`src/rtl/snro_pkg.sv`:
```
package snro_pkg;

	localparam int MIN_PACKET_BYTES = 48;
	localparam int MAX_PACKET_BYTES = 68;
	localparam int SAMPLE_LIMIT     = 16;

	localparam logic [1:0] OP_START = 2'd0;
	localparam logic [1:0] OP_BYTE  = 2'd1;
	localparam logic [1:0] OP_LOSS  = 2'd2;
	localparam logic [1:0] OP_NONE  = 2'd3;

	localparam logic [1:0] SS_RUN  = 2'd0;
	localparam logic [1:0] SS_DONE = 2'd1;
	localparam logic [1:0] SS_FAIL = 2'd2;

	localparam logic [2:0] REG_SAMPLE_COUNT = 3'd0;
	localparam logic [2:0] REG_INSANITY     = 3'd1;
	localparam logic [2:0] REG_MIN_ERROR    = 3'd2;
	localparam logic [2:0] REG_MAX_VERSION  = 3'd3;
	localparam logic [2:0] REG_MAX_STRATUM  = 3'd4;

	localparam logic [63:0] SMAX = {1'b0, {63{1'b1}}};
	localparam logic [63:0] SMIN = {1'b1, {63{1'b0}}};

	typedef enum logic [1:0] {
		JOB_START,
		JOB_REPLY,
		JOB_LOSS
	} job_kind_t;

	typedef struct packed {
		job_kind_t   kind;
		logic [6:0]  last_idx;
		logic [31:0] header;
		logic [31:0] disp;
		logic [63:0] ref_ts;
		logic [63:0] orig_ts;
		logic [63:0] recv_ts;
		logic [63:0] xmit_ts;
		logic [63:0] now;
	} job_t;

	typedef struct packed {
		logic [4:0]  sample_count;
		logic [31:0] insanity_seconds;
		logic [31:0] min_error;
		logic [2:0]  max_version;
		logic [7:0]  max_stratum;
	} cfg_t;

	typedef struct packed {
		logic [1:0]  op;
		logic [7:0]  packet_byte;
		logic        byte_last;
		logic [63:0] local_receive_time;
	} in_item_t;

	typedef struct packed {
		logic               reply_status;
		logic signed [63:0] reply_offset;
		logic signed [63:0] reply_error;
		logic [1:0]         session_state;
		logic signed [63:0] best_offset;
		logic signed [63:0] best_error;
		logic [31:0]        max_dispersion;
	} out_item_t;

	// clamp a 65-bit signed value into signed 64 bits
	function automatic logic [63:0] sat65(input logic [64:0] d);
		logic [63:0] r;
		if (d[64] != d[63]) begin
			r = d[64] ? SMIN : SMAX;
		end else begin
			r = d[63:0];
		end
		return r;
	endfunction

	function automatic logic [4:0] eff_count(input logic [4:0] c);
		logic [4:0] r;
		r = c;
		if (c == 5'd0) begin
			r = 5'd1;
		end else if (c > 5'(SAMPLE_LIMIT)) begin
			r = 5'(SAMPLE_LIMIT);
		end
		return r;
	endfunction

endpackage

```
`src/rtl/snro_jobq.sv`:
```
module snro_jobq (
	input  logic            clk,
	input  logic            arst_n,
	input  logic            wr_en,
	input  snro_pkg::job_t  wdata,
	input  logic            rd_en,
	output snro_pkg::job_t  rdata,
	output logic            empty,
	output logic            full
);
	import snro_pkg::*;

	job_t       mem_q [2];
	logic       wp_q, rp_q;
	logic [1:0] cnt_q;

	assign empty = cnt_q == 2'd0;
	assign full  = cnt_q == 2'd2;
	assign rdata = mem_q[rp_q];

	always_ff @(posedge clk) begin
		if (wr_en && !full) begin
			mem_q[wp_q] <= wdata;
		end
	end

	always_ff @(posedge clk or negedge arst_n) begin
		if (!arst_n) begin
			wp_q  <= 1'b0;
			rp_q  <= 1'b0;
			cnt_q <= 2'd0;
		end else begin
			if (wr_en && !full) begin
				wp_q <= ~wp_q;
			end
			if (rd_en && !empty) begin
				rp_q <= ~rp_q;
			end
			cnt_q <= cnt_q + 2'(wr_en && !full) - 2'(rd_en && !empty);
		end
	end

endmodule

```
`config.mk`:
```
export PLATFORM = sky130hd
export DESIGN_NAME = snro_jobq
export DESIGN_NICKNAME = d
export VERILOG_FILES = /design/src/rtl/snro_pkg.sv /design/src/rtl/snro_jobq.sv
export SDC_FILE = /design/constraint.sdc
export NUM_CORES = 1
export LEC_CHECK = 0
export BUFFER_PORTS_ARGS = -buffer_cell sky130_fd_sc_hd__buf_2
export CAP_MARGIN = 10
export CORE_AREA = 4 4 305 307
export DETAILED_ROUTE_END_ITERATION = 6
export DIE_AREA = 0 0 309 311
export HOLD_SLACK_MARGIN = 0.06
export PLACE_DENSITY = 0.53
export SYNTH_ARGS = -nofsm -noshare
export SYNTH_HDL_FRONTEND = slang
export SYNTH_SLANG_ARGS = --single-unit
```
`constraint.sdc`:
```
create_clock -name clk -period 23.6 [get_ports clk]
set_clock_uncertainty 0.15 [all_clocks]
set_input_delay 4.72 -clock clk [delete_from_list [all_inputs] [get_ports clk]]
set_output_delay 4.72 -clock clk [all_outputs]
set_load 0.03 [all_outputs]
```
==> summary.txt, run 1 <==
Die footprint: 96,100 µm²
CTS Buf Count: 86
Kind of critical path: reg2out
# DRC: 0
Crit path DAT: 5300 ps
Clock Latency Late Sink: 630 ps
Peak Freq: 98.3 MHz
Vias: 14,900
Peak supply drop: 111 µV
Area grow syn2layout: 26.0%
H-tree levels: 3
Nature of the critical path startpoint: flop
Number of fill cells: 8,058
Die extent in x: 309 µm
Synthesized area: 30,100 µm²
Post-synthesis register bit count: 790
Setup bufs post-CTS: 0
CTS tree: yes
Placement Cell Area: 35,200 µm²
Slew headroom: 23.7%
DR WL/cell: 21.6 µm
RSZ-0062 raised after global routing: false
Routed WL: 72,700 µm
Initial core utilization: 33.5%
# rows: 110
Worst min-delay path class: reg2reg
Max-cap viol count: 0
First-pass GRT wire length: 103,000 µm
Grt total ovfl: 0
Yosys Warn Count: 0
Min cycle time layout: 10,170 ps
Worst slew pin tran: 1140 ps
CTS resizes: 0
CTS max path bufs: 3
Final setup viols: 0
Drt first pass iters: 4
Synthesized instance count: 1,241
Nets@finish: 2,491
Total track usage: 14.5%
CTS Root Buffer Type: clkbuf_16
# hold bufs at CTS: 0
Final Instance Area: 37,900 µm²
Initial antenna violation count: 36
Slew Limit Fails: 0
Synthesized net count: 1,640
Power Dens Cells: 140 nW/µm²
Final hold vios: 0
Pin count of the biggest net entering global routing: 117
Total chip power: 0.00531 W
Total Neg Setup Slack: 0 ps
Vias in the first global route: 16,100
Clk sink count: 790
Die H: 311 µm
# IOs: 792
Outcome: finished, final reports clean
Final period utilization: 43.1%
Clock-pin slew on the worst setup and hold paths: 60 ps
Remaining antenna violation count after routing: 0
Register area share after synthesis: 78.7%
DRT iter0 DRCs: 740
Share of layout cells above drive strength 1: 61.2%
Number of port buffers: 791
RePlAce Congestion: 0.786
HPWL after DPL: 52,600 µm
Data required time of the worst path: 18,730 ps
Pleak: 15.0 nW
Mean post-synth cell area: 24.3 µm²
Crit Path Max Fanout: 60
Yosys cell types: 17
Vias per cell: 4.42
Area of the core: 90,000 µm²
Setup crit end kind: primary output
## routing by layer
layer	GRT usage (%)	up-vias	part of all wire [%]
met2	26.9	570	54
li1	-	6724	-
met3	6.81	154	10
met1	13.4	7414	32
met5	0	-	0.19
met4	6.01	20	3.5
## path summary, 6_finish.rpt
| path | start | endpoint | slack (ps) | cells past startpoint |
|---|---|---|---|---|
| max | rp_q | rdata[0] | 13430 | 5 |
| min | cnt_q[1] | cnt_q[1] | 360 | 1 |
| max reg2reg | cnt_q[0] | mem_q[1][366] | 19080 | 5 |
| min reg2reg | cnt_q[1] | cnt_q[1] | 360 | 1 |
| max in group asynchronous | arst_n | rp_q | 19420 | 1 |
| min in group asynchronous | arst_n | rp_q | 3740 | 1 |
## final cells by class
type / instances / area (µm²) / share of cell area [%]
clock inverters: 50 / 437 / 1.15
flip-flops and latches: 790 / 23700 / 62.5
well taps: 1176 / 1470 / 3.88
clock buffers: 108 / 2280 / 6.00
inverters: 2 / 7.51 / 0.0198
repair buffers: 807 / 4090 / 10.8
diodes: 28 / 70.1 / 0.185
multi-input cells: 405 / 5880 / 15.5
## where the power goes
| group | switching (W) | internal (W) |
|---|---|---|
| Clock | 0.000519 | 0.000760 |
| Sequential | 0.000105 | 0.00192 |
| Combinational | 0.00125 | 0.000748 |
## metrics by stage
stage | setup slack, ps | hold WS, ps | util [%] | std cells
final | 13430 | 364 | 42.2 | 3366
after global routing | 13110 | 398 | 42.1 | 3355
after CTS | 13330 | 364 | 42.1 | 3338
after detailed placement | 14060 | 351 | 39.1 | 3180
after global placement | 14140 | 335 | 39.1 | 3180
after floorplan | 1220 | 311 | - | 1241
## flip-flops by register name, summed over array words and instances (netlist names)
name / cells
cnt_q: 2
wp_q: 1
mem_q: 786
rp_q: 1
## synth_stat cells, drive strengths merged
| library cell | n | area share, % |
|---|---|---|
| ha | 2 | 0.083 |
| and3 | 1 | 0.021 |
| dfrtp | 4 | 0.33 |
| mux2 | 393 | 19 |
| nor2b | 1 | 0.021 |
| nand2 | 1 | 0.012 |
| inv | 2 | 0.025 |
| nor2 | 2 | 0.025 |
| edfxtp | 786 | 78 |
| nand2b | 1 | 0.021 |
| buf | 44 | 1.8 |
| xnor2 | 3 | 0.087 |
| xor2 | 1 | 0.029 |
## worst max-delay path: stages (launching register included)
cell,delay (ps)
dfrtp_4,1170
buf_4,890
buf_4,890
buf_4,900
mux2_2,420
buf_2,180
## cell usage in the layout, fill, tap and decap left out, drive strengths merged
cell type and instances:
xor2 1, nor2b 1, inv 7, clkbuf 108
ha 2, nand2 1, buf 807, mux2 393
edfxtp 786, diode 28, clkinvlp 1, and3 1
dfrtp 4, nand2b 1, xnor2 3, nor2 2
clkinv 37, bufinv 7
## cell families after synthesis
| logic type | synth area share, % |
|---|---|
| flip-flops | 78.7 |
| multiplexers | 19.2 |
| buffers and inverters | 1.80 |
| AND/OR/NAND/NOR | 0.0998 |
| XOR/XNOR | 0.116 |
| adder cells (fa/ha/maj) | 0.0831 |
(Power assumes the default switching activity.)
==> run 2, diff against run 1 <==
Settings changed: ABC_AREA set to 1, CORE_AREA 4 4 305 307 to 4 4 309 311, DIE_AREA 0 0 309 311 to 0 0 313 315, PLACE_DENSITY 0.53 to 0.5.
Clock period 23.6 ns to 9.65 ns, I/O delays scaled along.
==> run 2 against run 1 <==
  * Sequential power grew 140%
  * Combinational power rose by 150%
  * Register-to-register slack worse by 13000 ps
  * Synthesized cell count rose by 68%
  * Wire length grew 10%
  * Count of clock-buffer cells in the layout unchanged
  * First-iteration DRC count is 50% higher
  * Flip-flop and latch count unchanged
  * Final cell count grew 26%
  * Via count up 23%
  * Clock power increased by 140%
  * Hold slack worse by 43 ps
  * Largest cell class unchanged
  * Largest power group is now combinational logic
==> summary.txt, run 2 <==
Critical path, cell by cell: clkinv_8 -> buf_4 -> nand2_1 -> nand2_1 -> buf_2
Synthesized instance count: 2,086
Mean post-synth cell area: 13.9 µm²
Vias: 18,300
Fin util: 39.6%
Remaining antenna violation count after routing: 0
Final period utilization: 62.8%
DR WL/cell: 18.9 µm
Clock Latency Late Sink: 650 ps
Data required time of the worst path: 7570 ps
CTS resizes: 0
Vias in the first global route: 18,500
Number of fill cells: 8,957
Setup crit end kind: primary output
Clk sink count: 790
Slew Limit Fails: 0
Register area share after synthesis: 81.8%
Clock Power Share: 24.2%
Drt first pass iters: 6
Synthesized net count: 2,485
Nets@finish: 3,291
# hold bufs at CTS: 0
Final setup viols: 0
CTS Buf Count: 86
RSZ-0062 raised after global routing: false
Int Power: 0.00757 W
# IOs: 792
Total chip power: 0.0129 W
Grt total ovfl: 0
Die footprint: 98,600 µm²
Clock-pin slew on the worst setup and hold paths: 60 ps
Yosys Warn Count: 0
Synth async-reset ratio: 0.506%
Hold Slack: 322 ps
Final hold vios: 0
Slowest cell on the critical path: dfrtp_4
CTS tree: yes
Area occupied by multi-input gates: 4530 µm²
Commonest cells post-synth: nand2_1 (1,192), edfxtp_1 (786), buf_6 (41)
Setup bufs post-CTS: 0
Total track usage: 15.6%
Max-cap viol count: 0
Cells after DPL: 4,058
FF+latch area: 23,700 µm²
CTS max path bufs: 3
Crit path DAT: 3980 ps
Worst slew pin tran: 1150 ps
Cell Count, Final, Fillers Out: 4,234
DRT iter0 DRCs: 1,112
Most flops, register: mem_q
Largest register FFs: 786
Kind of critical path: reg2out
Peak supply drop: 301 µV
Switching Fraction: 41.5%
# DRC: 0
Most frequent cells in the layout: nand2_1 (1,192), buf_2 (791), edfxtp_1 (786), clkbuf_16 (86), clkbuf_1 (22)
Die H: 315 µm
Number of port buffers: 791
Crit Path Max Fanout: 172
Crit-path max cell delay: 1000 ps
Most used cell, CP: nand2_1
H-tree levels: 3
Top Family by Delay on Critical Path: buffers and inverters
Die extent in x: 313 µm
# rows: 112
Post-synth EDFFs: 786
Post-synthesis register bit count: 790
Peak Freq: 165 MHz
Commonest non-fill, non-tap cell in the layout: nand2_1
First-pass GRT wire length: 116,000 µm
Outcome: finished, final reports clean
Buf/Inv on CP: 3
Initial core utilization: 31.2%
Share of the synthesized area in the top cell type: 81.4%
CTS Root Buffer Type: clkbuf_16
Flop pwr share: 37.9%
Min cycle time layout: 6060 ps
Yosys cell types: 11
Nature of the critical path startpoint: flop
Initial antenna violation count: 37
Pin count of the biggest net entering global routing: 173
Area grow syn2layout: 26.7%
Area of the core: 92,800 µm²
HPWL after DPL: 54,900 µm
Routed WL: 80,200 µm
Top FF cell, synth: edfxtp_1
Pleak: 15.5 nW
Sw Pwr: 0.00537 W
Worst min-delay path class: reg2reg
RePlAce Congestion: 0.865
Power Dens Cells: 352 nW/µm²
Slew headroom: 23.1%
Count leader, synth: nand2_1
Combinational power share: 37.9%
Largest area contributor in the synthesized netlist: edfxtp_1
Synthesized area: 29,000 µm²
Top post-synthesis cells by area: edfxtp_1 (81%), nand2_1 (15%), buf_6 (1.6%)
Share of layout cells above drive strength 1: 31.1%
Top flop regs: mem_q (786), cnt_q (2)
Total Neg Setup Slack: 0 ps
Vias per cell: 4.33
## run 2: cell count changes in the layout (fill, tap and decap cells not counted), sizes merged, moves of 2 or more
cell	previous run	this run
xnor2	3	0
nand3	0	3
nand2	1	1192
clkinvlp	1	3
clkinv	37	35
buf	807	805
mux2	393	0
diode	28	20
inv	7	15
## run 2: tightest hold or removal path: stages, from the launching register on
cell and delay (ps):
dfrtp_1 340, nand2_1 50, nand2_1 50
## run 2: area by class of cell
type                    instances  area share, %
clock inverters                48           1.21
inverters                      11          0.157
diodes                         20          0.136
well taps                    1254           4.27
repair buffers                805           11.2
clock buffers                 108           6.09
flip-flops and latches        790           64.6
multi-input cells            1198           12.3
## run 2: per-layer routing
| metal | up-vias | share of wire, % | wire, µm | GRT usage, % |
|---|---|---|---|---|
| li1 | 8725 | - | - | - |
| met1 | 8725 | 36 | 28800 | 16.8 |
| met2 | 673 | 51 | 40600 | 27.2 |
| met3 | 181 | 9.3 | 7470 | 6.19 |
| met4 | 34 | 3.9 | 3110 | 7.01 |
| met5 | - | 0.27 | 219 | 0 |
## run 2: worst paths after layout
path,from,endpoint,slack [ps],cells past startpoint
worst max-delay path,rp_q,rdata[225],3590,5
worst min-delay path,wp_q,wp_q,320,2
worst max register to register,wp_q,mem_q[0][181],6370,5
worst min register to register,wp_q,wp_q,320,2
max in group asynchronous,arst_n,rp_q,8280,1
min in group asynchronous,arst_n,cnt_q[1],930,1
## run 2: metrics by stage
step	setup WS [ps]	instance area [µm²]
global route	3290	36700
floorplan	1150	29000
detailed placement	4300	34000
CTS	3510	36700
finish	3590	36700
global placement	4310	34000
## run 2: power groups by stage
stage	logic, W	clock network [W]	registers, W
global route	0.00529	0.00339	0.00497
CTS	0.00501	0.00324	0.00491
floorplan	0.00346	0	0.00506
global placement	0.00498	0	0.00496
finish	0.00491	0.00313	0.00490
detailed placement	0.00499	0	0.00498
## run 2: cell families (layout without fill, tap and decap cells)
logic type / Yosys count / after routing / synth area share (%)
buffers and inverters: 98 / 972 / 2.62
and+or+nand+nor: 1196 / 1196 / 15.5
DFF: 790 / 790 / 81.8
other: 0 / 20 / 0
adders and majority gates: 2 / 2 / 0.0863
