**src/rtl/snro_pkg.sv**
```systemverilog
package snro_pkg;

	localparam int MIN_PACKET_BYTES = 48;
	localparam int MAX_PACKET_BYTES = 68;
	localparam int SAMPLE_LIMIT     = 16;

	localparam logic [1:0] OP_START = 2'd0;
	localparam logic [1:0] OP_BYTE  = 2'd1;
	localparam logic [1:0] OP_LOSS  = 2'd2;
	localparam logic [1:0] OP_NONE  = 2'd3;

	localparam logic [1:0] SS_RUN  = 2'd0;
	localparam logic [1:0] SS_DONE = 2'd1;
	localparam logic [1:0] SS_FAIL = 2'd2;

	localparam logic [2:0] REG_SAMPLE_COUNT = 3'd0;
	localparam logic [2:0] REG_INSANITY     = 3'd1;
	localparam logic [2:0] REG_MIN_ERROR    = 3'd2;
	localparam logic [2:0] REG_MAX_VERSION  = 3'd3;
	localparam logic [2:0] REG_MAX_STRATUM  = 3'd4;

	localparam logic [63:0] SMAX = {1'b0, {63{1'b1}}};
	localparam logic [63:0] SMIN = {1'b1, {63{1'b0}}};

	typedef enum logic [1:0] {
		JOB_START,
		JOB_REPLY,
		JOB_LOSS
	} job_kind_t;

	typedef struct packed {
		job_kind_t   kind;
		logic [6:0]  last_idx;
		logic [31:0] header;
		logic [31:0] disp;
		logic [63:0] ref_ts;
		logic [63:0] orig_ts;
		logic [63:0] recv_ts;
		logic [63:0] xmit_ts;
		logic [63:0] now;
	} job_t;

	typedef struct packed {
		logic [4:0]  sample_count;
		logic [31:0] insanity_seconds;
		logic [31:0] min_error;
		logic [2:0]  max_version;
		logic [7:0]  max_stratum;
	} cfg_t;

	typedef struct packed {
		logic [1:0]  op;
		logic [7:0]  packet_byte;
		logic        byte_last;
		logic [63:0] local_receive_time;
	} in_item_t;

	typedef struct packed {
		logic               reply_status;
		logic signed [63:0] reply_offset;
		logic signed [63:0] reply_error;
		logic [1:0]         session_state;
		logic signed [63:0] best_offset;
		logic signed [63:0] best_error;
		logic [31:0]        max_dispersion;
	} out_item_t;

	// clamp a 65-bit signed value into signed 64 bits
	function automatic logic [63:0] sat65(input logic [64:0] d);
		logic [63:0] r;
		if (d[64] != d[63]) begin
			r = d[64] ? SMIN : SMAX;
		end else begin
			r = d[63:0];
		end
		return r;
	endfunction

	function automatic logic [4:0] eff_count(input logic [4:0] c);
		logic [4:0] r;
		r = c;
		if (c == 5'd0) begin
			r = 5'd1;
		end else if (c > 5'(SAMPLE_LIMIT)) begin
			r = 5'(SAMPLE_LIMIT);
		end
		return r;
	endfunction

endpackage

```
**src/rtl/snro_back.sv**
```systemverilog
module snro_back (
	input  logic                 clk,
	input  logic                 arst_n,
	input  snro_pkg::cfg_t       cfg,
	input  logic                 jq_empty,
	input  snro_pkg::job_t       jq_head,
	output logic                 jq_pop,
	output logic                 res_valid,
	output snro_pkg::out_item_t  res,
	input  logic                 res_pop
);
	import snro_pkg::*;

	typedef enum logic [2:0] {
		B_IDLE,
		B_CHK,
		B_ARITH,
		B_ERR,
		B_UPD,
		B_FIN,
		B_OUT
	} bstate_t;

	bstate_t     state_q;
	job_t        j_q;
	logic        ok_q, lt_q;
	logic [63:0] x_q, y_q, half_q, off_q, err_q;
	logic [64:0] dif_q, a_q, bnd_q;
	logic [63:0] best_off_q, best_err_q;
	logic [31:0] maxd_q;
	logic [4:0]  acc_q;
	logic [5:0]  rej_q, att_q;
	logic [1:0]  status_q;
	out_item_t   res_q, out_q;
	logic        out_valid_q;

	logic [63:0] ins;
	assign ins = {cfg.insanity_seconds, 32'd0};

	assign jq_pop    = state_q == B_IDLE && !jq_empty;
	assign res_valid = out_valid_q;
	assign res       = out_q;

	// reply checks
	logic [1:0]  leap;
	logic [2:0]  ver, mode;
	logic [7:0]  strat;
	logic        chk_ok;
	logic [64:0] dx, dy;
	always_comb begin
		leap   = j_q.header[31:30];
		ver    = j_q.header[29:27];
		mode   = j_q.header[26:24];
		strat  = j_q.header[23:16];
		chk_ok = j_q.kind == JOB_REPLY
			&& j_q.last_idx >= 7'(MIN_PACKET_BYTES - 1)
			&& j_q.last_idx <= 7'(MAX_PACKET_BYTES - 1)
			&& (mode == 3'd4 || mode == 3'd5)
			&& leap == 2'd0 && ver != 3'd0 && ver <= cfg.max_version
			&& strat <= cfg.max_stratum
			&& !(strat != 8'd0 && strat != cfg.max_stratum && j_q.ref_ts == 64'd0)
			&& j_q.xmit_ts != 64'd0 && j_q.orig_ts != 64'd0 && j_q.recv_ts != 64'd0
			&& !(j_q.ref_ts != 64'd0 && j_q.recv_ts < j_q.ref_ts)
			&& j_q.xmit_ts >= j_q.recv_ts && (j_q.xmit_ts - j_q.recv_ts) <= ins
			&& j_q.now >= j_q.orig_ts
			&& {16'd0, j_q.disp} <= {cfg.insanity_seconds, 16'd0};
		dx = {1'b0, j_q.recv_ts} - {1'b0, j_q.orig_ts};
		dy = {1'b0, j_q.xmit_ts} - {1'b0, j_q.now};
	end

	// session decision
	logic [4:0]  c;
	logic [63:0] as, absa, bnd, nbest_err, nbest_off, e_sat;
	logic [1:0]  nstat;
	logic        ends;
	always_comb begin
		c         = eff_count(cfg.sample_count);
		e_sat     = sat65(dif_q);
		as        = sat65(a_q);
		absa      = as;
		if (as[63]) begin
			absa = (as == SMIN) ? SMAX : (64'd0 - as);
		end
		if (acc_q <= 5'd1) begin
			absa = 64'd0;
		end
		bnd       = sat65(bnd_q);
		nbest_err = lt_q ? err_q : best_err_q;
		nbest_off = lt_q ? off_q : best_off_q;
		if (!ok_q) begin
			nbest_err = best_err_q;
			nbest_off = best_off_q;
		end
		ends  = !(acc_q < c && att_q < {c, 1'b0});
		nstat = status_q;
		if (ends) begin
			nstat = (acc_q == 5'd0 || $signed(nbest_err) > $signed(ins)) ? SS_FAIL : SS_DONE;
		end
		if (!ok_q) begin
			if (rej_q > {1'b0, c}) begin
				nstat = SS_FAIL;
			end
		end else if ($signed(absa) > $signed(bnd)) begin
			nstat = SS_FAIL;
		end else if ($signed(nbest_err) <= $signed({32'd0, cfg.min_error})) begin
			nstat = ($signed(nbest_err) > $signed(ins)) ? SS_FAIL : SS_DONE;
		end
	end

	always_ff @(posedge clk) begin
		case (state_q)
			B_IDLE: begin
				if (!jq_empty) begin
					j_q <= jq_head;
				end
			end
			B_CHK: begin
				ok_q   <= chk_ok;
				x_q    <= sat65(dx);
				y_q    <= sat65(dy);
				half_q <= {1'b0, 63'((j_q.now - j_q.orig_ts) >> 1)};
			end
			B_ARITH: begin
				off_q <= 64'(({x_q[63], x_q} + {y_q[63], y_q}) >> 1);
				dif_q <= {x_q[63], x_q} - {y_q[63], y_q};
			end
			B_ERR: begin
				err_q <= ($signed(half_q) > $signed(e_sat)) ? half_q : e_sat;
			end
			B_UPD: begin
				a_q   <= {off_q[63], off_q} - {best_off_q[63], best_off_q};
				bnd_q <= {best_err_q[63], best_err_q} + {err_q[63], err_q};
				lt_q  <= $signed(err_q) < $signed(best_err_q);
			end
			B_FIN: begin
				res_q.reply_status   <= !ok_q;
				res_q.reply_offset   <= ok_q ? off_q : 64'd0;
				res_q.reply_error    <= ok_q ? err_q : 64'd0;
				res_q.session_state  <= nstat;
				res_q.best_offset    <= nbest_off;
				res_q.best_error     <= nbest_err;
				res_q.max_dispersion <= maxd_q;
			end
			default: begin
				ok_q <= ok_q;
			end
		endcase
		if (state_q == B_OUT && (!out_valid_q || res_pop)) begin
			out_q <= res_q;
		end
	end

	always_ff @(posedge clk or negedge arst_n) begin
		if (!arst_n) begin
			state_q     <= B_IDLE;
			best_off_q  <= '0;
			best_err_q  <= {32'd3600000, 32'd0};
			maxd_q      <= '0;
			acc_q       <= '0;
			rej_q       <= '0;
			att_q       <= '0;
			status_q    <= SS_RUN;
			out_valid_q <= 1'b0;
		end else begin
			if (state_q == B_OUT && (!out_valid_q || res_pop)) begin
				out_valid_q <= 1'b1;
			end else if (res_pop && out_valid_q) begin
				out_valid_q <= 1'b0;
			end
			case (state_q)
				B_IDLE: begin
					if (!jq_empty) begin
						state_q <= B_CHK;
					end
				end
				B_CHK: begin
					if (j_q.kind == JOB_START) begin
						best_off_q <= '0;
						best_err_q <= ins;
						maxd_q     <= '0;
						acc_q      <= '0;
						rej_q      <= '0;
						att_q      <= '0;
						status_q   <= SS_RUN;
						state_q    <= B_IDLE;
					end else if (status_q != SS_RUN) begin
						// session over: reply or loss is dropped without a result
						state_q <= B_IDLE;
					end else begin
						state_q <= B_ARITH;
					end
				end
				B_ARITH: state_q <= B_ERR;
				B_ERR:   state_q <= B_UPD;
				B_UPD: begin
					if (att_q != 6'd63) begin
						att_q <= att_q + 6'd1;
					end
					if (ok_q) begin
						if (acc_q != 5'd31) begin
							acc_q <= acc_q + 5'd1;
						end
						if (j_q.disp > maxd_q) begin
							maxd_q <= j_q.disp;
						end
					end else if (rej_q != 6'd63) begin
						rej_q <= rej_q + 6'd1;
					end
					state_q <= B_FIN;
				end
				B_FIN: begin
					status_q   <= nstat;
					best_err_q <= nbest_err;
					best_off_q <= nbest_off;
					state_q    <= B_OUT;
				end
				B_OUT: begin
					if (!out_valid_q || res_pop) begin
						state_q <= B_IDLE;
					end
				end
				default: state_q <= B_IDLE;
			endcase
		end
	end

	a_rej_zero: assert property (@(posedge clk) disable iff (!arst_n)
		out_valid_q && out_q.reply_status |->
			out_q.reply_offset == 64'd0 && out_q.reply_error == 64'd0)
		else $error("rejected reply carries offset or error");

	a_err_pos: assert property (@(posedge clk) disable iff (!arst_n)
		out_valid_q && !out_q.reply_status |-> !out_q.reply_error[63])
		else $error("accepted reply with negative error");

	a_acc_cap: assert property (@(posedge clk) disable iff (!arst_n)
		acc_q <= 5'(SAMPLE_LIMIT))
		else $error("accept count beyond sample limit");

	a_pop_idle: assert property (@(posedge clk) disable iff (!arst_n)
		jq_pop |=> state_q == B_CHK)
		else $error("job taken without check step");

endmodule

```
**config.mk**
```make
export PLATFORM = sky130hd
export DESIGN_NAME = snro_back
export DESIGN_NICKNAME = d
export VERILOG_FILES = /design/src/rtl/snro_pkg.sv /design/src/rtl/snro_back.sv
export SDC_FILE = /design/constraint.sdc
export NUM_CORES = 2
export LEC_CHECK = 0
export ABC_AREA = 1
export BUFFER_PORTS_ARGS = -buffer_cell sky130_fd_sc_hd__clkbuf_2
export CAP_MARGIN = 25
export CORE_UTILIZATION = 40
export DETAILED_ROUTE_END_ITERATION = 12
export HOLD_SLACK_MARGIN = 0.1
export PLACE_DENSITY_LB_ADDON = 0.15
export SLEW_MARGIN = 20
export SYNTH_ARGS = -nofsm -noshare
export SYNTH_HDL_FRONTEND = slang
export SYNTH_SLANG_ARGS = --single-unit
```
**constraint.sdc**
```tcl
create_clock -name clk -period 72.7 [get_ports clk]
set_input_delay 14.54 -clock clk [delete_from_list [all_inputs] [get_ports clk]]
set_output_delay 14.54 -clock clk [all_outputs]
set_load 0.1 [all_outputs]
```
==> reports/qor.csv <==
stage;metric;value;unit
outcome;status;finished with violations;
outcome;failing checks;DRC;
setup_path;critical path class;input pin to output port;
setup_path;Worst R2R Path Depth;19;
detailed_routing;ANT nets after route;0;
synthesis;Synth Flop Type;edfxtp_1;
run;maxcap violations;0;
synthesis;Synth Area in Adders;11.2;%
setup_path;CP peak stage delay;550;ps
grt;vias in the first global route;91700;
detailed_routing;Initial DRC Count;8693;
synthesis;flops & latches, synth;1657;
clocking;CTS H-Tree Depth;4;
floorplanning;die width;520;um
setup_path;family with the most delay on the worst path;buffers and inverters;
setup_path;critical path launch point type;input pin;
timing;fmax;0.0328;GHz
cells_and_area;final net count;14900;
power_and_ir_drop;PwrDens;51.8;nW/um2
clocking;clk slew on worst S/H paths;60;ps
power_and_ir_drop;peak supply drop;0.0255;mV
grt;overall routing resource usage;33.6;%
synthesis;Cell Area, Synth;107000;um2
clocking;CTS tree;done;
setup_path;CP Capture Point;jq_pop;
setup_path;flop-to-flop setup slack;65770;ps
synthesis;simple-gate area share of the yosys netlist;18.5;%
detailed_routing;TritonRoute pass-1 iters;11;
clocking;Post-CTS Setup Repair Bufs;0;
place;GP Congestion;1.03;
clocking;# clock sinks;1657;
clocking;Worst-Skew Late Latency;900;ps
synthesis;Syn Inst Count;12700;
setup_path;most used cell, CP;clkbuf_2;
timing;max_slew headroom;25.2;%
setup_path;critical-path cell list;clkbuf_2 > nor4_2 > buf_4 > clkbuf_2;
timing;pins over their slew limit;0;
setup_path;buffers plus inverters on the worst setup path;3;
timing;slew of the pin with the lowest slew margin;1110;ps
hold_path;worst hold path class;register to register;
synthesis;largest family of logic cells by synthesized area;simple AND/OR/NAND/NOR gates;
floorplanning;row count;189;
timing;fin crit period;30450;ps
synthesis;yosys warns;0;
timing;Final WS setup;42250;ps
clocking;Longest Clk Path Bufs;4;
floorplanning;Die Span Y;520;um
synthesis;xor-xnor portion of the synthesized cell area;3.94;%
cells_and_area;share of layout cells above drive strength 1;9.12;%
timing;Fin. Hold Viols;0;
place;hpwl dp;394;mm
grt;first-pass GRT wire length;649;mm
setup_path;worst r2r dst;ok_q;
setup_path;required time worst endpoint;58160;ps
clocking;Num CTS Buffers;184;
synthesis;Synth cell types;66;
detailed_routing;Avg WL per Cell;27.2;um
synthesis;compound-gate portion of the synthesized area;12.5;%
synthesis;sequential share of the synthesized area;45.5;%
timing;Tcrit/Tclk final;41.9;%
clocking;cts hold-fix bufs;0;
clocking;Clk Tree Root Cell;clkbuf_16;
floorplanning;I/O Pins;770;
floorplanning;die area;270000;um2
detailed_routing;DR vias/cell;5.47;
synthesis;mux contribution to synthesized area;0;%
cells_and_area;area of the multi-input gates;49700;um2
cells_and_area;Fillers;26200;
synthesis;number of synthesized flops with an enable pin;1474;
grt;GRT overflow;0;
floorplanning;initial core utilization;40.3;%
place;# port buffers;752;
synthesis;Synth Area per Inst;8.47;um2
setup_path;crit path DAT;15910;ps
clocking;post-CTS resize count;0;
synthesis;Synth async-reset ratio;11.0;%
grt;initial antenna violation count;36;
power_and_ir_drop;leakage;54.8;nW
floorplanning;core footprint;266000;um2
place;dpl ws;42240;ps
cells_and_area;Layout Utilization;45.7;%
setup_path;critical path capture point type;output port;
setup_path;Critical Path Stages;4;
setup_path;crit path max-delay cell type;clkbuf_2;
setup_path;Critical path origin;jq_empty;
grt;largest net degree at the start of global routing;124;
detailed_routing;Residual DRC;1;
timing;RSZ-0062 raised after global routing;false;
cells_and_area;Sequential Area;48900;um2
setup_path;crit-path max FO;31;
setup_path;worst r2r src;j_q[94];
timing;clk_skew;62.5;ps
cells_and_area;Layout area overhead;13.3;%
timing;Setup Viol. Count Final;0;
detailed_routing;total wire length;466;mm
timing;setup total negative slack;0;ps
detailed_routing;Via Count;93800;
worst min-delay path by stage:
stage,start,endpoint,slack (ps),cells after the start
finish,res_q[61],res[61],410,0
global route,res_q[231],res[231],420,0
CTS,res_q[205],res[205],410,0
detailed placement,res_q[12],res[12],400,0
global placement,res_q[18],res[18],400,0
floorplan,res_q[0],res[0],400,0
cell families (layout without fill, tap and decap cells):
kind of cell             after synthesis  in the layout
AO/OA/AOI/OAI                       2396           2396
XOR/XNOR                             483            483
adder cells (fa/ha/maj)              953            953
buffers and inverters               2335           3270
flip-flops                          1657           1657
other                                  1             29
AND/OR/NAND/NOR                     4841           4841
stage by stage:
step           cell area, um2  instances  hold WS (ps)  power [mW]
2_1_floorplan          107000      12700           400        3.92
3_3_place_gp           115000      16800           400        5.26
3_5_place_dp           115000      16800           405        5.30
4_1_cts                121000      17100           414        6.27
5_1_grt                121000      17200           418        6.63
6_report               122000      17200           410        6.30
cell usage in the layout (no fill, tap or decap), types with 21 or more instances in the layout:
cell type / n
a31oi_1: 104
buf_4: 93
o32ai_1: 30
nor2_1: 1223
ha_1: 945
o21bai_1: 57
inv_1: 2057
clkinv_1: 22
a21o_1: 105
nand4_1: 173
nand2_1: 2597
edfxtp_1: 1474
clkbuf_2: 753
xor2_1: 385
a21oi_1: 1072
nor4_1: 78
dfrtp_1: 172
o21a_1: 67
o211ai_1: 37
o21ai_1: 25
diode_2: 27
clkbuf_1: 31
o21ai_0: 735
a211oi_1: 21
nor3_1: 131
xnor2_1: 98
nand3_1: 559
a21boi_0: 51
clkbuf_16: 188
nand3b_1: 22
clkinv_2: 28
metal layers:
metal | global-route usage, % | share of wire (%) | vias to the layer above
li1 | - | - | 44100
met1 | 43.6 | 42 | 45100
met2 | 55.0 | 46 | 3871
met3 | 3.84 | 6.1 | 754
met4 | 17.5 | 5.8 | 8
met5 | 0 | 0.012 | -
flip-flops by register name, summed over array words and instances (netlist names):
register,flops
state_q,3
dif_q,65
half_q,63
res_q,291
err_q,64
best_err_q,64
a_q,65
off_q,64
bnd_q,65
ok_q,1
res_valid,1
rej_q,6
y_q,64
lt_q,1
att_q,6
status_q,2
maxd_q,32
res,291
acc_q,5
x_q,64
best_off_q,64
j_q,376
where the power goes:
part	total (mW)	internal, mW	switching (mW)
clock	0.963	0.561	0.401
combinational	3.59	0.942	2.65
sequential	1.75	1.50	0.247
synthesized netlist by cell type, drive strengths merged (98+ instances only):
library cell	n	area, um2
edfxtp	1474	44300
xor2	385	3370
a31oi	104	651
a21oi	1081	5450
nor3	135	691
nand2	2606	9800
clkbuf	194	728
xnor2	98	858
o21ai	776	3960
a21o	106	796
nand4	173	1080
nand3	563	2820
ha	946	11800
nor2	1234	4650
inv	2077	7800
dfrtp	172	4300
cell type report:
type / instances / share of cell area, %
Multi-Input combinational cell: 8675 / 40.9
Sequential cell: 1657 / 40.2
Inverter: 2080 / 6.44
Clock buffer: 235 / 4.15
Timing Repair Buffer: 852 / 3.72
Tap cell: 3533 / 3.64
Clock inverter: 103 / 0.940
Antenna cell: 27 / 0.0556
(Power assumes the default switching activity.)
