[src/rtl/snro_pkg.sv]
package snro_pkg;

	localparam int MIN_PACKET_BYTES = 48;
	localparam int MAX_PACKET_BYTES = 68;
	localparam int SAMPLE_LIMIT     = 16;

	localparam logic [1:0] OP_START = 2'd0;
	localparam logic [1:0] OP_BYTE  = 2'd1;
	localparam logic [1:0] OP_LOSS  = 2'd2;
	localparam logic [1:0] OP_NONE  = 2'd3;

	localparam logic [1:0] SS_RUN  = 2'd0;
	localparam logic [1:0] SS_DONE = 2'd1;
	localparam logic [1:0] SS_FAIL = 2'd2;

	localparam logic [2:0] REG_SAMPLE_COUNT = 3'd0;
	localparam logic [2:0] REG_INSANITY     = 3'd1;
	localparam logic [2:0] REG_MIN_ERROR    = 3'd2;
	localparam logic [2:0] REG_MAX_VERSION  = 3'd3;
	localparam logic [2:0] REG_MAX_STRATUM  = 3'd4;

	localparam logic [63:0] SMAX = {1'b0, {63{1'b1}}};
	localparam logic [63:0] SMIN = {1'b1, {63{1'b0}}};

	typedef enum logic [1:0] {
		JOB_START,
		JOB_REPLY,
		JOB_LOSS
	} job_kind_t;

	typedef struct packed {
		job_kind_t   kind;
		logic [6:0]  last_idx;
		logic [31:0] header;
		logic [31:0] disp;
		logic [63:0] ref_ts;
		logic [63:0] orig_ts;
		logic [63:0] recv_ts;
		logic [63:0] xmit_ts;
		logic [63:0] now;
	} job_t;

	typedef struct packed {
		logic [4:0]  sample_count;
		logic [31:0] insanity_seconds;
		logic [31:0] min_error;
		logic [2:0]  max_version;
		logic [7:0]  max_stratum;
	} cfg_t;

	typedef struct packed {
		logic [1:0]  op;
		logic [7:0]  packet_byte;
		logic        byte_last;
		logic [63:0] local_receive_time;
	} in_item_t;

	typedef struct packed {
		logic               reply_status;
		logic signed [63:0] reply_offset;
		logic signed [63:0] reply_error;
		logic [1:0]         session_state;
		logic signed [63:0] best_offset;
		logic signed [63:0] best_error;
		logic [31:0]        max_dispersion;
	} out_item_t;

	// clamp a 65-bit signed value into signed 64 bits
	function automatic logic [63:0] sat65(input logic [64:0] d);
		logic [63:0] r;
		if (d[64] != d[63]) begin
			r = d[64] ? SMIN : SMAX;
		end else begin
			r = d[63:0];
		end
		return r;
	endfunction

	function automatic logic [4:0] eff_count(input logic [4:0] c);
		logic [4:0] r;
		r = c;
		if (c == 5'd0) begin
			r = 5'd1;
		end else if (c > 5'(SAMPLE_LIMIT)) begin
			r = 5'(SAMPLE_LIMIT);
		end
		return r;
	endfunction

endpackage

[src/rtl/snro_front.sv]
module snro_front (
	input  logic                clk,
	input  logic                arst_n,
	input  logic                take,
	input  snro_pkg::in_item_t  item,
	output logic                job_push,
	output snro_pkg::job_t      job
);
	import snro_pkg::*;

	logic [6:0]  idx_q;
	logic [31:0] hdr_q, disp_q;
	logic [63:0] ref_q, orig_q, recv_q, xmit_q;
	logic [31:0] hdr_n, disp_n;
	logic [63:0] ref_n, orig_n, recv_n, xmit_n;
	logic [63:0] lane;
	logic [5:0]  sh;

	// place the byte into its field
	always_comb begin
		hdr_n  = hdr_q;
		disp_n = disp_q;
		ref_n  = ref_q;
		orig_n = orig_q;
		recv_n = recv_q;
		xmit_n = xmit_q;
		sh     = 6'd56 - {idx_q[2:0], 3'b000};
		lane   = 64'd0;
		if (idx_q < 7'd4) begin
			hdr_n[5'd24 - {idx_q[1:0], 3'b000} +: 8] = item.packet_byte;
		end else if (idx_q >= 7'd8 && idx_q < 7'd12) begin
			disp_n[5'd24 - {idx_q[1:0], 3'b000} +: 8] = item.packet_byte;
		end else if (idx_q >= 7'd16 && idx_q < 7'd48) begin
			lane = ref_q;
			case (idx_q[5:3])
				3'd2: lane = ref_q;
				3'd3: lane = orig_q;
				3'd4: lane = recv_q;
				3'd5: lane = xmit_q;
				default: lane = ref_q;
			endcase
			lane[sh +: 8] = item.packet_byte;
			case (idx_q[5:3])
				3'd2: ref_n  = lane;
				3'd3: orig_n = lane;
				3'd4: recv_n = lane;
				3'd5: xmit_n = lane;
				default: ref_n = ref_q;
			endcase
		end
	end

	// bytes are taken whatever the session state; the back end drops jobs
	// of a session that has ended, and a start clears the byte index
	logic is_byte, is_loss, is_start;
	assign is_start = take && item.op == OP_START;
	assign is_byte  = take && item.op == OP_BYTE;
	assign is_loss  = take && item.op == OP_LOSS;

	assign job_push = is_start || is_loss || (is_byte && item.byte_last);

	always_comb begin
		job.kind     = is_start ? JOB_START : (is_loss ? JOB_LOSS : JOB_REPLY);
		job.last_idx = idx_q;
		job.header   = hdr_n;
		job.disp     = disp_n;
		job.ref_ts   = ref_n;
		job.orig_ts  = orig_n;
		job.recv_ts  = recv_n;
		job.xmit_ts  = xmit_n;
		job.now      = item.local_receive_time;
	end

	always_ff @(posedge clk or negedge arst_n) begin
		if (!arst_n) begin
			idx_q  <= '0;
			hdr_q  <= '0;
			disp_q <= '0;
			ref_q  <= '0;
			orig_q <= '0;
			recv_q <= '0;
			xmit_q <= '0;
		end else if (is_start || is_loss) begin
			idx_q <= '0;
		end else if (is_byte) begin
			hdr_q  <= hdr_n;
			disp_q <= disp_n;
			ref_q  <= ref_n;
			orig_q <= orig_n;
			recv_q <= recv_n;
			xmit_q <= xmit_n;
			if (item.byte_last) begin
				idx_q <= '0;
			end else if (idx_q != 7'd127) begin
				idx_q <= idx_q + 7'd1;
			end
		end
	end

endmodule

[config.mk]
export PLATFORM = sky130hd
export DESIGN_NAME = snro_front
export DESIGN_NICKNAME = d
export VERILOG_FILES = /design/src/rtl/snro_pkg.sv /design/src/rtl/snro_front.sv
export SDC_FILE = /design/constraint.sdc
export NUM_CORES = 1
export LEC_CHECK = 0
export BUFFER_PORTS_ARGS = -buffer_cell sky130_fd_sc_hd__buf_4
export CORE_MARGIN = 5
export CORE_UTILIZATION = 35
export DETAILED_ROUTE_END_ITERATION = 10
export HOLD_SLACK_MARGIN = 0.1
export PLACE_DENSITY = 0.58
export SLEW_MARGIN = 40
export SYNTH_ARGS = -nofsm -noshare
export SYNTH_HDL_FRONTEND = slang
export SYNTH_SLANG_ARGS = --single-unit
[constraint.sdc]
create_clock -name clk -period 4.3 [get_ports clk]
set_input_delay 1.075 -clock clk [delete_from_list [all_inputs] [get_ports clk]]
set_output_delay 1.075 -clock clk [all_outputs]
set_load 0.005 [all_outputs]
==> results of run 1 <==
## per-layer routing
layer,vias to the layer above,wire [um],GRT usage (%)
met4,0,2350,8.525
met3,114,5180,4.479
met2,744,33070,36.64
met5,-,0,0
met1,8614,32090,33.63
li1,8166,-,-
## cell families (layout without fill, tap and decap cells)
logic type | after synthesis | count (layout) | share of synthesized area, %
buf+inv | 290 | 511 | 7.595
mux | 96 | 96 | 5.819
flops | 327 | 327 | 44.51
other cells | 0 | 1 | 0
simple gates | 735 | 736 | 16.81
compound gates | 789 | 789 | 24.86
fa+ha+maj | 6 | 6 | 0.4083
## timing repair
item                                   in CTS  in global routing
endpoints found under the hold margin       0                  0
resized for setup                          30                 32
setup endpoints to repair                 160                211
buffers inserted                            2                  2
pin swaps                                   1                  2
gates cloned                                0                  2
## how the worst max path moves through the flow
stage                    end  slack (ns)  startpoint  depth (start not counted)
floorplan            job[64]        0.29    idx_q[0]                         11
global placement     job[67]        0.30    idx_q[1]                          7
detailed placement  job[259]        0.25    idx_q[0]                          7
CTS                 job[286]       -0.23    idx_q[1]                          7
global route        job[241]       -0.05    idx_q[1]                          8
finish              job[316]        0.04    idx_q[0]                          8
## placed cells by master (no fill, tap or decap), drive strengths merged, types with 25 or more instances in the layout
master,n
nor2,522
a21oi,516
buf,418
dfrtp,327
nand2,94
o21ai,69
mux2,63
clkbuf,54
o31ai,33
mux2i,33
a2bb2oi,32
a22o,32
o22ai,31
o22a,31
or3,26
nor3,26
a31oi,25
## power groups by stage
stage	logic (W)	registers, W	clock network (W)
final	0.00108	0.00329	0.00364
after global routing	0.00118	0.00331	0.00381
after CTS	0.00107	0.00329	0.00370
after detailed placement	0.00105	0.00334	0
after global placement	0.00103	0.00334	0
after floorplan	0.000584	0.00332	0
## metrics by stage
step / power, W / setup TNS [ns] / hold WS [ns] / cells
2_1_floorplan: 0.003904 / 0 / 0.4497 / 2243
3_3_place_gp: 0.004371 / 0 / 0.4604 / 3075
3_5_place_dp: 0.004393 / 0 / 0.4696 / 3075
4_1_cts: 0.008054 / -10.46 / 0.4831 / 3148
5_1_grt: 0.008301 / -0.5260 / 0.3465 / 3153
6_report: 0.008010 / 0 / 0.3470 / 3154
## flip-flops by register name (all words and copies together), names as in the netlist
| signal | count |
|---|---|
| orig_q | 64 |
| recv_q | 64 |
| ref_q | 64 |
| xmit_q | 64 |
| disp_q | 32 |
| hdr_q | 32 |
| idx_q | 7 |
## worst max-delay path: cells and delay by family, from the launching register on
kind	cells	cell delay [ns]
adder cells (fa/ha/maj)	2	0.48
flip-flops	1	0.45
buffers and inverters	3	0.59
AO/OA/AOI/OAI	2	0.62
AND/OR/NAND/NOR	1	0.50
## area by class of cell
class / instances / area [sq um] / area share, %
Antenna cell: 1 / 2.502 / 0.01085
Clock buffer: 53 / 1110 / 4.811
Clock inverter: 18 / 282.8 / 1.226
Inverter: 21 / 78.83 / 0.3417
Multi-Input combinational cell: 1627 / 9159 / 39.70
Sequential cell: 327 / 8189 / 35.50
Tap cell: 688 / 860.8 / 3.732
Timing Repair Buffer: 419 / 3386 / 14.68
==> key figures, run 1 <==
Route
  – Vias per cell: 5.592
  – DRC: 0
  – Iter 0 DRT Violations: 1545
  – Routed WL: 72690 um
  – Vias: 17640
  – WL per Instance: 23.05 um
  – Initial DRT Pass Iterations: 5
  – Post-DRT Antenna Nets: 0

Placement
  – Dpl ws: 0.2452 ns
  – Buffers on Ports: 343
  – Post-Place Cell Area: 21300 sq um
  – Final Wtd Congestion: about 0.81
  – HPWL after DPL: about 48000 um

Critical path
  – CP required: 3.22 ns
  – Worst setup EP type: primary output
  – Most used cell along the critical path: buf_4
  – Critical Path Max Stage Delay: 0.50 ns
  – Crit Path Max Fanout: 16
  – R2R Path Start: idx_q[3]
  – WP data arrival: 3.19 ns
  – Crit-path cells: ha_1 -> buf_4 -> ha_4 -> or4_1 -> buf_4 -> o22a_2 -> a21oi_1 -> buf_4
  – R2R setup slack: 0.84 ns
  – Critical path class: flop to primary output
  – Worst setup SP type: flop
  – Slowest CP cell: or4_1
  – Cell depth of the worst flop-to-flop path: 8
  – Worst reg2reg endpoint: xmit_q[25]

Timing
  – Layout Skew: 0.02360 ns
  – Worst slew margin: 53.17%
  – Slew Limit Fails: 0
  – Final Critical Period: 4.263 ns
  – Final setup fails: 0
  – Slew @ Worst Pin: 0.7025 ns
  – Period utilization: 99.14%
  – Max Freq: roughly 230 MHz
  – PnR worst setup slack: approximately 0.037 ns
  – RSZ-0062 raised after global routing: true
  – Final number of hold-violating endpoints: 0

Global routing
  – First-pass GRT wire length: 105800 um
  – Gr usage total: 23.78%
  – Initial antenna violation count: 0
  – GR Overflow Total: 0
  – Largest net degree at the start of global routing: 98
  – Vias in the first global route: 16800

Status
  – Status: finished clean

Pwr
  – Sw frac: 26.53%
  – Seq pwr share: around 41%
  – Pwr dens: 347.2 nW/um^2
  – P_leak: ~11 nW
  – Comb pwr share: 13.5%
  – Clock power share: approximately 45%
  – Worst VDD drop: 0.2817 mV
  – P_int: 0.005885 W
  – Sw power: 0.002125 W

CTS
  – # H-tree levels: 2
  – CTS tree: yes
  – Worst-path clk slew: 0.06 ns
  – CTS buffer count: 39
  – Worst-case clock buffer depth: 3
  – Worst skew pair latency: 0.57 ns
  – CTS Hold Bufs: 0
  – Clock sinks: approximately 330
  – CTS root buffer: clkbuf_16

Synth
  – Post-Syn Area: 18380 sq um
  – Yosys top cell area share: approximately 45%
  – Unique masters post-synth: 51
  – Syn_nets: 2327
  – Ranking of synthesized cells by area: dfrtp_1 45%, a21oi_1 14%, nor2_1 11%
  – Top-count cell post-synth: nor2_1
  – Post-synth EDFFs: 0
  – Synth Flop Type: dfrtp_1
  – Seq/Total Area, Yosys: 44.51%
  – Yosys top cell by area: dfrtp_1
  – Yosys reg bits: 327
  – Async SR Flop Fraction: 100.0%
  – Avg Synthesized Cell Area: 8.196 sq um
  – Synth cell count leaders: 522 x nor2_1, 516 x a21oi_1, 327 x dfrtp_1
  – Synth warn: 0
  – Synth Instances: 2243

Die
  – Horiz. Die Dim: about 240 um
  – Die area: 57210 sq um
  – Die Ht: 239.2 um
  – Standard-cell rows: 84
  – CORE AREA: 52340 sq um
  – IO Pins: 472
  – Initial core utilization: 35.12%

Layout
  – Share of layout cells above drive strength 1: 24.95%
  – Layout Area Growth over Synthesis: 25.48%
  – Final std cell area, no fill: 23070 sq um
  – Final nets: 2519
  – FILL cells: 5165
  – Core Util, Final: between 40 and 50%

Run
  – Max cap viols: 0

Worst hold path
  – HP Class: input port to asynchronous set/reset pin
Power figures use the tool's default switching activity.
==> run 2: changes to the inputs <==
Settings changed: PLACE_DENSITY 0.58 to 0.54.
==> run 2 against run 1 <==
Effect of this change:
- setup slack better by 0.099 ns
- final cell count is 0.44% higher
- critical path depth stayed put
- sequential share of layout area is 0.13 points lower
- register-to-register slack better by 0.21 ns
- routed wire length is 0.29% lower
- die area stayed put
- critical path type unchanged
- largest power group unchanged
==> key figures, run 2 (synthesis gave the netlist of run 1 again) <==
Placement
  – Final Wtd Congestion: 0.8255 (was 0.8097)
  – Post-Place Cells: 3091 (was 3075)
  – Buffers on Ports: 343 (unchanged)
  – HPWL after DPL: 47870 um (was 47560 um)

Timing
  – Final number of hold-violating endpoints: 0 (unchanged)
  – RSZ-0062 raised after global routing: false (was true)
  – Worst slew margin: 51.57% (was 53.17%)
  – Period utilization: 96.84% (was 99.14%)
  – Final setup fails: 0 (unchanged)
  – Hold WS: 0.3996 ns (was 0.3470 ns)
  – Max Freq: 240.1 MHz (was 234.6 MHz)
  – Slew Limit Fails: 0 (unchanged)
  – Final Critical Period: 4.164 ns (was 4.263 ns)
  – Layout Skew: 0.01630 ns (was 0.02360 ns)
  – Slew @ Worst Pin: 0.7246 ns (was 0.7025 ns)

Critical path
  – Worst setup EP type: primary output (unchanged)
  – Critical path class: flop to primary output (unchanged)
  – Worst setup SP type: flop (unchanged)
  – WP data arrival: 3.09 ns (was 3.19 ns)
  – Crit Path Max Fanout: 9 (was 16)
  – CP required: 3.22 ns (about the same)

Layout
  – Core Util, Final: 44.22% (was 44.07%)
  – Commonest non-fill, non-tap cell in the layout: nor2_1 (unchanged)
  – Most frequent cells in the layout: 522 x nor2_1, 516 x a21oi_1, 413 x buf_4 (was 522 x nor2_1, 509 x a21oi_1, 399 x buf_4)
  – Non-Filler Instances: 3168 (was 3154)
  – Share of layout cells above drive strength 1: 24.89% (was 24.95%)
  – Layout Area Growth over Synthesis: 25.90% (was 25.48%)
  – Final nets: 2538 (was 2519)

Global routing
  – Largest net degree at the start of global routing: 129 (was 98)
  – GR Overflow Total: 0 (unchanged)
  – Vias in the first global route: 17070 (was 16800)
  – First-pass GRT wire length: 107000 um (was 105800 um)
  – Gr usage total: 24.13% (was 23.78%)
  – Initial antenna violation count: 1 (was 0)

Die
  – Standard-cell rows: 84 (unchanged)
  – Die area: 57210 sq um (unchanged)
  – Initial core utilization: 35.12% (unchanged)
  – Die Ht: 239.2 um (unchanged)
  – CORE AREA: 52340 sq um (unchanged)
  – IO Pins: 472 (unchanged)
  – Horiz. Die Dim: 239.2 um (unchanged)

Pwr
  – Sw frac: 26.79% (was 26.53%)
  – Pwr dens: 339.0 nW/um^2 (was 347.2 nW/um^2)
  – Clock power share: 44.1% (was 45.4%)
  – Seq pwr share: 42.0% (was 41.1%)
  – P_leak: 10.89 nW (was 10.82 nW)
  – P_int: 0.005745 W (was 0.005885 W)
  – Sw power: 0.002102 W (was 0.002125 W)
  – Comb pwr share: 14.0% (was 13.5%)
  – Worst VDD drop: 0.2127 mV (was 0.2817 mV)

CTS
  – Clock sinks: 327 (unchanged)
  – CTS tree: yes (unchanged)
  – CTS root buffer: clkbuf_16 (unchanged)
  – # H-tree levels: 2 (unchanged)
  – CTS Hold Bufs: 0 (unchanged)
  – Worst-path clk slew: 0.06 ns (about the same)
  – CTS buffer count: 40 (was 39)
  – Worst skew pair latency: 0.57 ns (about the same)
  – Worst-case clock buffer depth: 3 (unchanged)

Worst hold path
  – HP Class: input port to asynchronous set/reset pin (unchanged)

Route
  – Vias per cell: 5.559 (was 5.592)
  – Post-DRT Antenna Nets: 0 (unchanged)
  – DRC: 0 (unchanged)
  – WL per Instance: 22.88 um (was 23.05 um)
  – Iter 0 DRT Violations: 1276 (was 1545)
  – Vias: 17610 (was 17640)
  – Routed WL: 72480 um (was 72690 um)
  – Initial DRT Pass Iterations: 6 (was 5)

Run
  – Max cap viols: 0 (unchanged)

Status
  – Status: finished clean (unchanged)
[run 2: cell count changes in the layout (fill, tap and decap cells not counted), sizes merged]
cell,change
clkbuf,+1
bufinv,-4
inv,+1
or4b,-1
clkinv,-2
clkinvlp,-1
buf,+20
[run 2: metrics by stage]
stage / worst slack (ns) / setup TNS, ns / power [W] / cell area (sq um)
5_1_grt: 0.01131 / 0 / 0.008154 / 23140
4_1_cts: -0.1707 / -9.367 / 0.007915 / 23000
3_5_place_dp: 0.1344 / 0 / 0.004408 / 21510
3_3_place_gp: 0.2245 / 0 / 0.004388 / 21510
6_report: 0.1359 / 0 / 0.007847 / 23140
2_1_floorplan: 0.2880 / 0 / 0.003904 / 18380
[run 2: worst max-delay path, stage by stage, from the launching register on]
cell	delay, ns
dfrtp_1	0.48
ha_2	0.30
ha_4	0.25
or3b_1	0.40
buf_4	0.19
nor3_1	0.30
a31oi_4	0.11
a21oi_1	0.32
buf_4	0.17
[run 2: area by class of cell]
class	instances	area [sq um]
multi-input cells	1626	9091
fillers	5261	29200
well taps	688	860.8
inverters	21	78.83
repair buffers	438	3603
diodes	1	2.502
flip-flops and latches	327	8187
clock buffers	55	1179
clock inverters	12	142.6
[run 2: final timing paths]
kind                           start  slack, ns  cells after the start          to
hold / removal                arst_n       0.40                      1  recv_q[10]
hold reg to reg            hdr_q[11]       0.48                      2   hdr_q[11]
setup / recovery            idx_q[0]       0.14                      8     job[68]
max in group asynchronous     arst_n       2.90                      3   ref_q[59]
setup reg to reg            idx_q[3]       1.05                      7  xmit_q[31]
min in group clk           hdr_q[11]       0.48                      2   hdr_q[11]
[run 2: timing repair]
action / 4_1_cts / 5_1_grt
gates resized for setup: 23 / 15
buffers inserted: 2 / 6
pin swaps: 2 / 4
endpoints found under the setup margin: 212 / 198
[run 2: power by group through the flow]
stage	logic (W)	clock network (W)	registers (W)
after global routing	0.00120	0.00365	0.00331
after floorplan	0.000584	0	0.00332
final	0.00110	0.00346	0.00329
after CTS	0.00108	0.00354	0.00329
after global placement	0.00105	0	0.00334
after detailed placement	0.00106	0	0.00335
[run 2: metal layers]
layer | track usage, % | routed length [um] | vias to the layer above
met5 | 0 | 11 | -
met4 | 9.199 | 2329 | 2
met3 | 5.527 | 5691 | 115
met2 | 37.01 | 32800 | 649
met1 | 33.38 | 31640 | 8662
li1 | - | - | 8184
==> run 3: changes to the inputs <==
Settings changed: RECOVER_POWER set to 100.
==> run 3 against run 2 <==
Effect of this change:
- the flow now finishes with violations (capacitance limit, slew limit)
- critical path depth down 3
- clock skew about the same
- clock power about the same
- first-iteration DRC count fell by 6.1%
- worst hold slack improved by 0.079 ns
- sequential power is essentially flat
- largest cell class unchanged
- highest routed layer unchanged
==> key figures, run 3 (synthesis gave the netlist of run 1 again) <==
Status
  – Status: finished, violations left (was finished clean)
  – Failing checks: capacitance limit, slew limit

Timing
  – Final number of hold-violating endpoints: 0 (unchanged)
  – Slew @ Worst Pin: 2.163 ns (was 0.7246 ns)
  – Layout Skew: 0.01670 ns (was 0.01630 ns)
  – Final Critical Period: 4.195 ns (was 4.164 ns)
  – Hold WS: 0.4787 ns (was 0.3996 ns)
  – Final setup fails: 0 (unchanged)
  – Worst slew margin: -44.20% (was 51.57%)
  – Period utilization: 97.55% (was 96.84%)
  – Slew Limit Fails: 308 (was 0)
  – PnR worst setup slack: 0.1054 ns (was 0.1359 ns)
  – Setup TNS: 0 ns (unchanged)
  – RSZ-0062 raised after global routing: false (unchanged)
  – Max Freq: 238.4 MHz (was 240.1 MHz)

Critical path
  – Crit Path Max Fanout: 10 (was 9)
  – Crit-path cells: buf_4 -> or4b_1 -> or3b_1 -> mux2_1 -> buf_4 (was ha_2 -> ha_4 -> or3b_1 -> buf_4 -> nor3_1 -> a31oi_4 -> a21oi_1 -> buf_4)
  – CP required: 3.22 ns (about the same)
  – Most used cell along the critical path: buf_4 (unchanged)
  – WP data arrival: 3.12 ns (was 3.09 ns)
  – Critical Path Max Stage Delay: 0.61 ns (was 0.48 ns)
  – Critical path class: flop to primary output (unchanged)
  – Slowest CP cell: or3b_1 (was dfrtp_1)
  – Worst setup EP type: primary output (unchanged)
  – Worst setup SP type: flop (unchanged)

Route
  – Top sig layer: met5 (unchanged)
  – Vias per cell: 5.587 (was 5.559)
  – DRC: 0 (unchanged)
  – Met2 wire len: 32690 um (was 32800 um)
  – Vias: 17700 (was 17610)
  – Met3 WL post-DR: 5203 um (was 5691 um)
  – Initial DRT Pass Iterations: 6 (unchanged)
  – WL per Instance: 22.78 um (was 22.88 um)
  – Iter 0 DRT Violations: 1198 (was 1276)
  – Post-DRT Antenna Nets: 0 (unchanged)
  – Routed WL: 72180 um (was 72480 um)
  – M1 WL: 31740 um (was 31640 um)

Placement
  – Dpl ws: 0.1344 ns (unchanged)
  – HPWL after DPL: 47870 um (unchanged)
  – Buffers on Ports: 343 (unchanged)
  – Final Wtd Congestion: 0.8255 (unchanged)

Layout
  – FILL cells: 5318 (was 5261)
  – Final nets: 2538 (unchanged)
  – Layout Area Growth over Synthesis: 24.20% (was 25.90%)
  – Share of layout cells above drive strength 1: 22.91% (was 24.89%)
  – Most frequent cells in the layout: 522 x nor2_1, 516 x a21oi_1, 326 x dfrtp_1 (was 522 x nor2_1, 516 x a21oi_1, 413 x buf_4)
  – Commonest non-fill, non-tap cell in the layout: nor2_1 (unchanged)

Global routing
  – Gr usage total: 24.13% (unchanged)
  – First-pass GRT wire length: 107000 um (unchanged)
  – GR Overflow Total: 0 (unchanged)
  – Initial antenna violation count: 1 (unchanged)
  – Largest net degree at the start of global routing: 129 (unchanged)
  – Vias in the first global route: 17070 (unchanged)

Worst hold path
  – HP Class: flop to flop (was input port to asynchronous set/reset pin)

Die
  – Horiz. Die Dim: 239.2 um (unchanged)
  – Die area: 57210 sq um (unchanged)
  – Standard-cell rows: 84 (unchanged)
  – IO Pins: 472 (unchanged)
  – Die Ht: 239.2 um (unchanged)
  – Initial core utilization: 35.12% (unchanged)
  – CORE AREA: 52340 sq um (unchanged)

CTS
  – CTS buffer count: 40 (unchanged)
  – Worst-path clk slew: 0.06 ns (about the same)
  – CTS tree: yes (unchanged)
  – Worst skew pair latency: 0.57 ns (about the same)
  – CTS root buffer: clkbuf_16 (unchanged)
  – Worst-case clock buffer depth: 3 (unchanged)
  – # H-tree levels: 2 (unchanged)
  – Clock sinks: 327 (unchanged)

Run
  – Max cap viols: 5 (was 0)

Pwr
  – Pwr dens: 341.7 nW/um^2 (was 339.0 nW/um^2)
  – Total power: 0.007803 W (was 0.007847 W)
  – P_leak: 10.56 nW (was 10.89 nW)
  – Worst VDD drop: 0.2123 mV (was 0.2127 mV)
run 3: layout make-up:
type | count | area (sq um) | share of cell area, %
multi-input cells | 1626 | 9029 | 39.54
flip-flops and latches | 327 | 8187 | 35.85
repair buffers | 438 | 3354 | 14.69
clock buffers | 55 | 1179 | 5.162
well taps | 688 | 860.8 | 3.770
clock inverters | 12 | 142.6 | 0.6247
inverters | 21 | 78.83 | 0.3452
diodes | 1 | 2.502 | 0.01096
run 3: power by group:
part | internal [W] | switching (W) | total [W]
combinational | 0.000423 | 0.000632 | 0.00106
sequential | 0.00320 | 0.0000901 | 0.00329
clock | 0.00208 | 0.00137 | 0.00345
total | 0.00571 | 0.00209 | 0.00780
run 3: critical path: cells and delay by family, from the launching register on:
family	cells	cell delay [ns]
AND/OR/NAND/NOR	2	1.12
buffers and inverters	2	0.43
flip-flops	1	0.58
multiplexers	1	0.43
run 3: repair_timing:
action	4_1_cts	5_1_grt
resized for setup	23	15
hold buffers	0	0
setup endpoints to repair	212	198
pin swaps	2	4
setup buffers	2	6
run 3: path summary, 6_finish.rpt:
path	end	cells after the start	start	slack, ns
max in group asynchronous	orig_q[29]	2	arst_n	0.63
min reg2reg	hdr_q[11]	2	hdr_q[11]	0.48
min in group asynchronous	recv_q[10]	1	arst_n	1.15
min	hdr_q[11]	2	hdr_q[11]	0.48
max	job[345]	5	idx_q[4]	0.11
max reg2reg	orig_q[5]	7	idx_q[3]	0.27
run 3: through the flow:
step / instance area, sq um / std cells / util [%]
global route: 22830 / 3167 / 43.62
floorplan: 18380 / 2243 / -
detailed placement: 21510 / 3091 / 41.10
finish: 22830 / 3168 / 43.62
global placement: 21510 / 3091 / 41.10
CTS: 23000 / 3160 / 43.94
run 3: metal layers:
metal / global-route usage (%) / vias up
li1: - / 8188
met1: 33.38 / 8722
met2: 37.01 / 657
met3: 5.527 / 132
met4: 9.199 / 2
met5: 0 / -
